==> src/rtl/core/impq_pkg.sv <==
`default_nettype none
package impq_pkg;
  localparam int DEF_ENTRIES = 256;

  localparam logic [2:0] CMD_PUSH     = 3'd0;
  localparam logic [2:0] CMD_POP      = 3'd1;
  localparam logic [2:0] CMD_REMOVE   = 3'd2;
  localparam logic [2:0] CMD_CONTAINS = 3'd3;
  localparam logic [2:0] CMD_TRIM     = 3'd4;

  localparam logic [1:0] ST_OK    = 2'd0;
  localparam logic [1:0] ST_MISS  = 2'd1;
  localparam logic [1:0] ST_FULL  = 2'd2;

  // Scan kinds requested by the controller.
  localparam logic [1:0] SCAN_FIND = 2'd0;  // coordinate match and first free
  localparam logic [1:0] SCAN_MIN  = 2'd1;
  localparam logic [1:0] SCAN_MAX  = 2'd2;

  typedef struct packed {
    logic       scan_start;  // clear scan accumulators, begin sweep
    logic [1:0] scan_kind;
    logic       do_write;    // write coord/cost to write slot, set valid
    logic       do_update;   // write cost only at found slot
    logic       drop_found;  // invalidate found slot
    logic       drop_best;   // invalidate best slot of last scan
    logic       latch_pop;   // capture best slot as popped data
  } impq_cmd_t;

  typedef struct packed {
    logic scan_done;
    logic found;
    logic free_ok;
    logic best_ok;
    logic cost_match;
  } impq_stat_t;
endpackage
`default_nettype wire

==> src/rtl/core/impq_ctrl.sv <==
`default_nettype none
module impq_ctrl (
  input  wire logic               clk,
  input  wire logic               rst_n,
  input  wire logic               start,
  input  wire logic [2:0]         in_cmd,
  input  wire logic [8:0]         in_count,
  input  wire impq_pkg::impq_stat_t stat,
  output impq_pkg::impq_cmd_t     cmd,
  output logic                    busy,
  output logic                    out_valid,
  output logic [1:0]              out_status
);
  import impq_pkg::*;

  localparam logic [2:0] S_IDLE  = 3'd0;
  localparam logic [2:0] S_SCAN  = 3'd1;
  localparam logic [2:0] S_ACT   = 3'd2;
  localparam logic [2:0] S_TRIM  = 3'd3;
  localparam logic [2:0] S_MIN   = 3'd4;
  localparam logic [2:0] S_DONE  = 3'd5;

  logic [2:0] state_r, state_nxt;
  logic [2:0] op_r, op_nxt;
  logic [8:0] left_r, left_nxt;
  logic [1:0] st_r, st_nxt;

  always_ff @(posedge clk) begin
    if (!rst_n) begin
      state_r <= S_IDLE;
      op_r    <= CMD_PUSH;
      left_r  <= '0;
      st_r    <= ST_OK;
    end else begin
      state_r <= state_nxt;
      op_r    <= op_nxt;
      left_r  <= left_nxt;
      st_r    <= st_nxt;
    end
  end

  always_comb begin
    state_nxt = state_r;
    op_nxt    = op_r;
    left_nxt  = left_r;
    st_nxt    = st_r;
    cmd       = '0;
    out_valid = 1'b0;
    unique case (state_r)
      S_IDLE: begin
        if (start) begin
          op_nxt   = in_cmd;
          left_nxt = in_count;
          st_nxt   = ST_OK;
          cmd.scan_start = 1'b1;
          priority case (in_cmd)
            CMD_POP:  cmd.scan_kind = SCAN_MIN;
            CMD_TRIM: cmd.scan_kind = SCAN_MAX;
            default:  cmd.scan_kind = SCAN_FIND;
          endcase
          if (in_cmd == CMD_TRIM && in_count == 9'd0) begin
            cmd.scan_kind = SCAN_MIN;
            state_nxt = S_MIN;
          end else if (in_cmd == CMD_PUSH || in_cmd == CMD_POP ||
                       in_cmd == CMD_REMOVE || in_cmd == CMD_CONTAINS ||
                       in_cmd == CMD_TRIM) begin
            state_nxt = S_SCAN;
          end else begin
            st_nxt = ST_MISS;
            cmd.scan_kind = SCAN_MIN;
            state_nxt = S_MIN;
          end
        end
      end
      S_SCAN: begin
        if (stat.scan_done) state_nxt = (op_r == CMD_TRIM) ? S_TRIM : S_ACT;
      end
      S_ACT: begin
        priority case (op_r)
          CMD_PUSH: begin
            if (stat.found) cmd.do_update = 1'b1;
            else if (stat.free_ok) cmd.do_write = 1'b1;
            else st_nxt = ST_FULL;
          end
          CMD_POP: begin
            if (stat.best_ok) begin
              cmd.latch_pop = 1'b1;
              cmd.drop_best = 1'b1;
            end else st_nxt = ST_MISS;
          end
          CMD_REMOVE: begin
            if (stat.found && stat.cost_match) cmd.drop_found = 1'b1;
            else st_nxt = ST_MISS;
          end
          default: begin
            if (!stat.found) st_nxt = ST_MISS;
          end
        endcase
        cmd.scan_start = 1'b1;
        cmd.scan_kind  = SCAN_MIN;
        state_nxt      = S_MIN;
      end
      S_TRIM: begin
        cmd.scan_start = 1'b1;
        if (stat.best_ok) begin
          cmd.drop_best = 1'b1;
          left_nxt = left_r - 9'd1;
        end
        if (stat.best_ok && left_r != 9'd1) begin
          cmd.scan_kind = SCAN_MAX;
          state_nxt = S_SCAN;
        end else begin
          cmd.scan_kind = SCAN_MIN;
          state_nxt = S_MIN;
        end
      end
      S_MIN: begin
        if (stat.scan_done) state_nxt = S_DONE;
      end
      S_DONE: begin
        out_valid = 1'b1;
        state_nxt = S_IDLE;
      end
      default: state_nxt = S_IDLE;
    endcase
  end

  assign busy       = (state_r != S_IDLE);
  assign out_status = st_r;
endmodule
`default_nettype wire

==> config.mk <==
export PLATFORM = sky130hd
export DESIGN_NAME = impq_ctrl
export DESIGN_NICKNAME = d
export VERILOG_FILES = /design/src/rtl/core/impq_pkg.sv /design/src/rtl/core/impq_ctrl.sv
export SDC_FILE = /design/constraint.sdc
export NUM_CORES = 1
export LEC_CHECK = 0
export BUFFER_PORTS_ARGS = -buffer_cell sky130_fd_sc_hd__buf_2
export CORE_MARGIN = 5
export CORE_UTILIZATION = 52
export CTS_BUF_LIST = sky130_fd_sc_hd__clkbuf_4 sky130_fd_sc_hd__clkbuf_8
export DETAILED_ROUTE_END_ITERATION = 8
export GPL_ROUTABILITY_DRIVEN = 0
export MAX_ROUTING_LAYER = met4
export PLACE_DENSITY_LB_ADDON = 0.05
export REMOVE_ABC_BUFFERS = 1
export SLEW_MARGIN = 10
export SYNTH_ARGS = -nofsm -noshare
export SYNTH_HDL_FRONTEND = slang
export SYNTH_SLANG_ARGS = --single-unit
==> constraint.sdc <==
create_clock -name clk -period 1.9 [get_ports clk]
set_input_delay 0 -clock clk [delete_from_list [all_inputs] [get_ports clk]]
set_output_delay 0 -clock clk [all_outputs]
set_load 0.02 [all_outputs]
* Yosys cells after proc, flatten, opt, wreduce, memory -nomap -nowiden
Index checks and enable logic that the tools add are counted.
** Word-level totals
- Register bits after elaboration :: 17
- Output and inout port bits :: 12
** Cells by class
- Add/subtract/negate cells :: 1
- Equality and inequality tests :: 22
- Muxes and demuxes :: 40
- Reduce and logical (&&, ||, !) cells :: 18
** Operators with widths (number)
- 2-bit two-way mux :: 12
- 3-bit two-way mux :: 8
- 9-bit two-way mux :: 2
- 9-bit case mux with 2 select lines :: 1
- 3-bit by 2-bit == test with 1-bit output (second input constant) :: 5
- 3-bit case mux with 5 select lines :: 1
- 3-bit == test (second input constant) :: 4
- 3-bit inequality test (second input constant) :: 4
- 1-bit two-way mux :: 11
- 3-bit by 1-bit == test with 1-bit output (second input constant) :: 3
- 3-bit zero test :: 3
- 9-bit zero test :: 1
- 9-bit by 1-bit inequality test with 1-bit output (second input constant) :: 1
- 3-bit case mux with 3 select lines :: 1
- 9-bit by 1-bit subtractor with 9-bit output (second input constant) :: 1
- 2-bit inequality test (second input constant) :: 4
- 2-bit case mux with 2 select lines :: 2
- 7-bit AND reduction :: 1
- 2-bit case mux with 3 select lines :: 1
- 3-bit AND reduction :: 2
- 1-bit logical OR :: 4
- 4-bit by 2-bit inequality test with 1-bit output (second input constant) :: 1
- 2-bit nonzero test :: 2
- 1-bit logical AND :: 3
- other kinds (3) :: 3

* Longest topological paths before layout
- Depth in word-level cells :: 9
- Depth in mapped cells :: 6

* Worst setup path before layout
Ideal clock, no wire load.
- Path kind :: reg-to-output
- From :: register state_r[0]
- To :: output cmd[3] in the netlist's numbering
- Data arrival time :: 1.704 ns
- Path slack :: 0.196 ns
- Stages on the path, launching flop included :: 5
- Path buffers :: 1
- Cell sequence :: dfxtp_1 buf_6 or3b_4 or3_1 nor3b_1
** RTL lines
- start: declaration :: line impq_ctrl.sv:23 : logic [2:0] state_r, state_nxt;
- start signal: assignment :: line impq_ctrl.sv:35 : state_r <= state_nxt;
- end: declaration :: line impq_ctrl.sv:9 : output impq_pkg::impq_cmd_t cmd,

==> results.md <==
- Chip width: 58.8 um
- H-tree Lvls: 1
- Sink Count: 17
- # IOs: 32
- Netlist cell types: 48
- Router iterations before antenna repair: 4
- Crit path DAT: 1830 ps
- Worst Hold Class: primary input to register
- Ranking of synthesized cells by area: dfxtp_1 28%, nand2_1 6.1%, nor2_1 6.1%
- Initial antenna violation count: 0
- Final hold violations: 0
- Synth area leader: dfxtp_1
- Worst vdd ir: 0.447 mV
- Async SR Flop Fraction: 0%
- Crit path launch type: register
- Die area: 3450 um^2
- Nets@finish: 223
- Power Internal: 0.658 mW
- Post-synthesis sequential area ratio: 27.5%
- Area Overhead vs Synth: 24.4%
- Relative slew slack: 62.4%
- Crit path kind: register to primary output
- Area share of the largest cell type after synthesis: 27.5%
- Max Clk Rate: 0.548 GHz
- Mean Syn Cell Area: 7.45 um^2
- Clock share of power: 18.9%
- Hpwl dp: 2.47 mm
- DR vias/cell: 5.98
- Die H: 58.8 um
- Root buf cell: clkbuf_4
- Number of global-route vias before repair: 1226
- GRT Overall Usage: 20.9%
- WP data required: 1900 ps
- Logic pwr share: 39.3%
- PnR worst setup slack: 73.8 ps
- Final setup viols: 0
- Yosys warns: 0
- Clock transition at the registers of the reported paths: 110 ps
- RSZ-0062 raised after global routing: true
- Most common cell after layout, fill and taps aside: buf_2
- Row count: 17
- #FFs+latches synth: 17
- Max Clock Skew: 10.1 ps
- Critical path endpoint category: primary output
- Worst-Skew Late Latency: 290 ps
- Global-route wire length before repair: 5.57 mm
- Initial DRC Count: 64
- Core Box Area: 2230 um^2
- CP Max Fanout: 3
- CTS tree: built
- Routed WL: 3.28 mm
- Layout cell share with drive strength beyond 1: 32.0%
- Total design power: 1.06 mW
- Gr ovfl total: 0
- Number of synthesized flops with an enable pin: 0
- Clock Path Buffers: 2
- Main flop type after synthesis: dfxtp_1
- Measured slew at the worst slew-check pin: 563 ps
- Final max-slew violation count: 0
- Most frequent cells in the layout: 29 x buf_2, 20 x nor2_1, 20 x nand2_1
- Fin crit period: 1830 ps
- Synth Cell Area: 1240 um^2
- Final antenna-violating net count: 0
- Reg power frac: 41.9%
- Place WS: 177 ps
- P per Cell Area: 688 nW/um^2
- Initial Util: 55.4%
- Post-route DRC violation count: 0
- CTS buffer count: 3
- Buffers on Ports: 31
- Max cap viols: 0
- Final period util: 96.1%
- Switch share: 37.8%
- Wire per inst: 14.4 um
- Post-Syn Instances: 166
- Pin count of the biggest net entering global routing: 21
- Status: complete, no violations
- Lkg Pwr: 0.671 nW
- Vias: 1364
- Antenna diodes: 0
- Switching power total: 0.400 mW
layer usage:
| layer | track usage (%) | up-vias | part of all wire, % |
|---|---|---|---|
| met4 | 5.83 | 0 | 1.1 |
| met5 | - | - | 0 |
| met3 | 2.19 | 4 | 7.5 |
| li1 | - | 680 | - |
| met2 | 32.2 | 52 | 45 |
| met1 | 28.8 | 628 | 47 |
flip-flops by register name (all words and copies together) (netlist names):
register / count
left_r: 9
op_r: 3
out_status: 2
state_r: 3
path summary, 6_finish.rpt:
check           startpoint            end  slack [ps]  depth (start not counted)
max reg2reg      left_r[2]      left_r[8]         140                          4
max              left_r[1]         cmd[5]          70                          7
min reg2reg  out_status[0]  out_status[0]         470                          2
min            in_count[6]      left_r[6]           1                          3
timing repair:
action	CTS	global route
hold buffers	2	0
gates resized for setup	5	14
setup endpoints to repair	3	4
pin swaps	0	1
setup buffers	0	2
endpoints found under the hold margin	2	0
critical path, cell delays in order (launching register included):
cell      delay, ps
dfxtp_2         340
inv_2            80
ha_4            110
or4b_4          460
o211ai_1        180
nand2_1         100
o21ai_1          90
buf_4           160
area by class of cell:
| class | instances | area [um^2] |
|---|---|---|
| clock buffer | 3 | 22.5 |
| clock inverter | 1 | 5.00 |
| fill | 207 | 696 |
| inverter | 5 | 18.8 |
| multi-input combinational | 134 | 872 |
| sequential | 17 | 348 |
| tap | 28 | 35.0 |
| timing repair buffer | 40 | 236 |
cell families (layout without fill, tap and decap cells):
kind of cell | after synthesis | count (layout) | share of synthesized area (%)
multiplexers | 1 | 1 | 0.810
AND/OR/NAND/NOR | 78 | 78 | 34.2
AO/OA/AOI/OAI | 53 | 53 | 30.1
buffers and inverters | 15 | 49 | 5.36
adder cells (fa/ha/maj) | 2 | 2 | 2.02
flip-flops | 17 | 17 | 27.5
stage by stage:
stage	area, um^2	utilization (%)	hold slack [ps]	instances	setup TNS (ps)
after floorplan	1190	-	122	156	0
after global placement	1420	63.4	281	220	0
after detailed placement	1420	63.4	288	220	0
after CTS	1490	66.5	3.70	226	0
after global routing	1540	68.9	20.6	228	-52.6
final	1540	68.9	1.19	228	0
cells in the mapped netlist, types with 3 or more instances:
cell	instances
nand2_1	20
nor2_1	20
dfxtp_1	17
a21oi_1	11
o21ai_0	9
clkbuf_1	7
inv_1	5
nand3_1	5
nor3_1	5
a21boi_0	4
a21o_1	4
a31oi_1	4
o211ai_1	4
and2_1	3
nor2b_1	3
nor3b_1	3
o221a_2	3
power groups by stage:
stage	Clock, mW	Combinational, mW	Sequential (mW)
2_1_floorplan	0	0.247	0.453
3_3_place_gp	0	0.378	0.442
3_5_place_dp	0	0.386	0.445
4_1_cts	0.206	0.396	0.438
5_1_grt	0.222	0.460	0.450
6_report	0.200	0.416	0.443
Note: power is estimated with default switching activity, not from simulation.
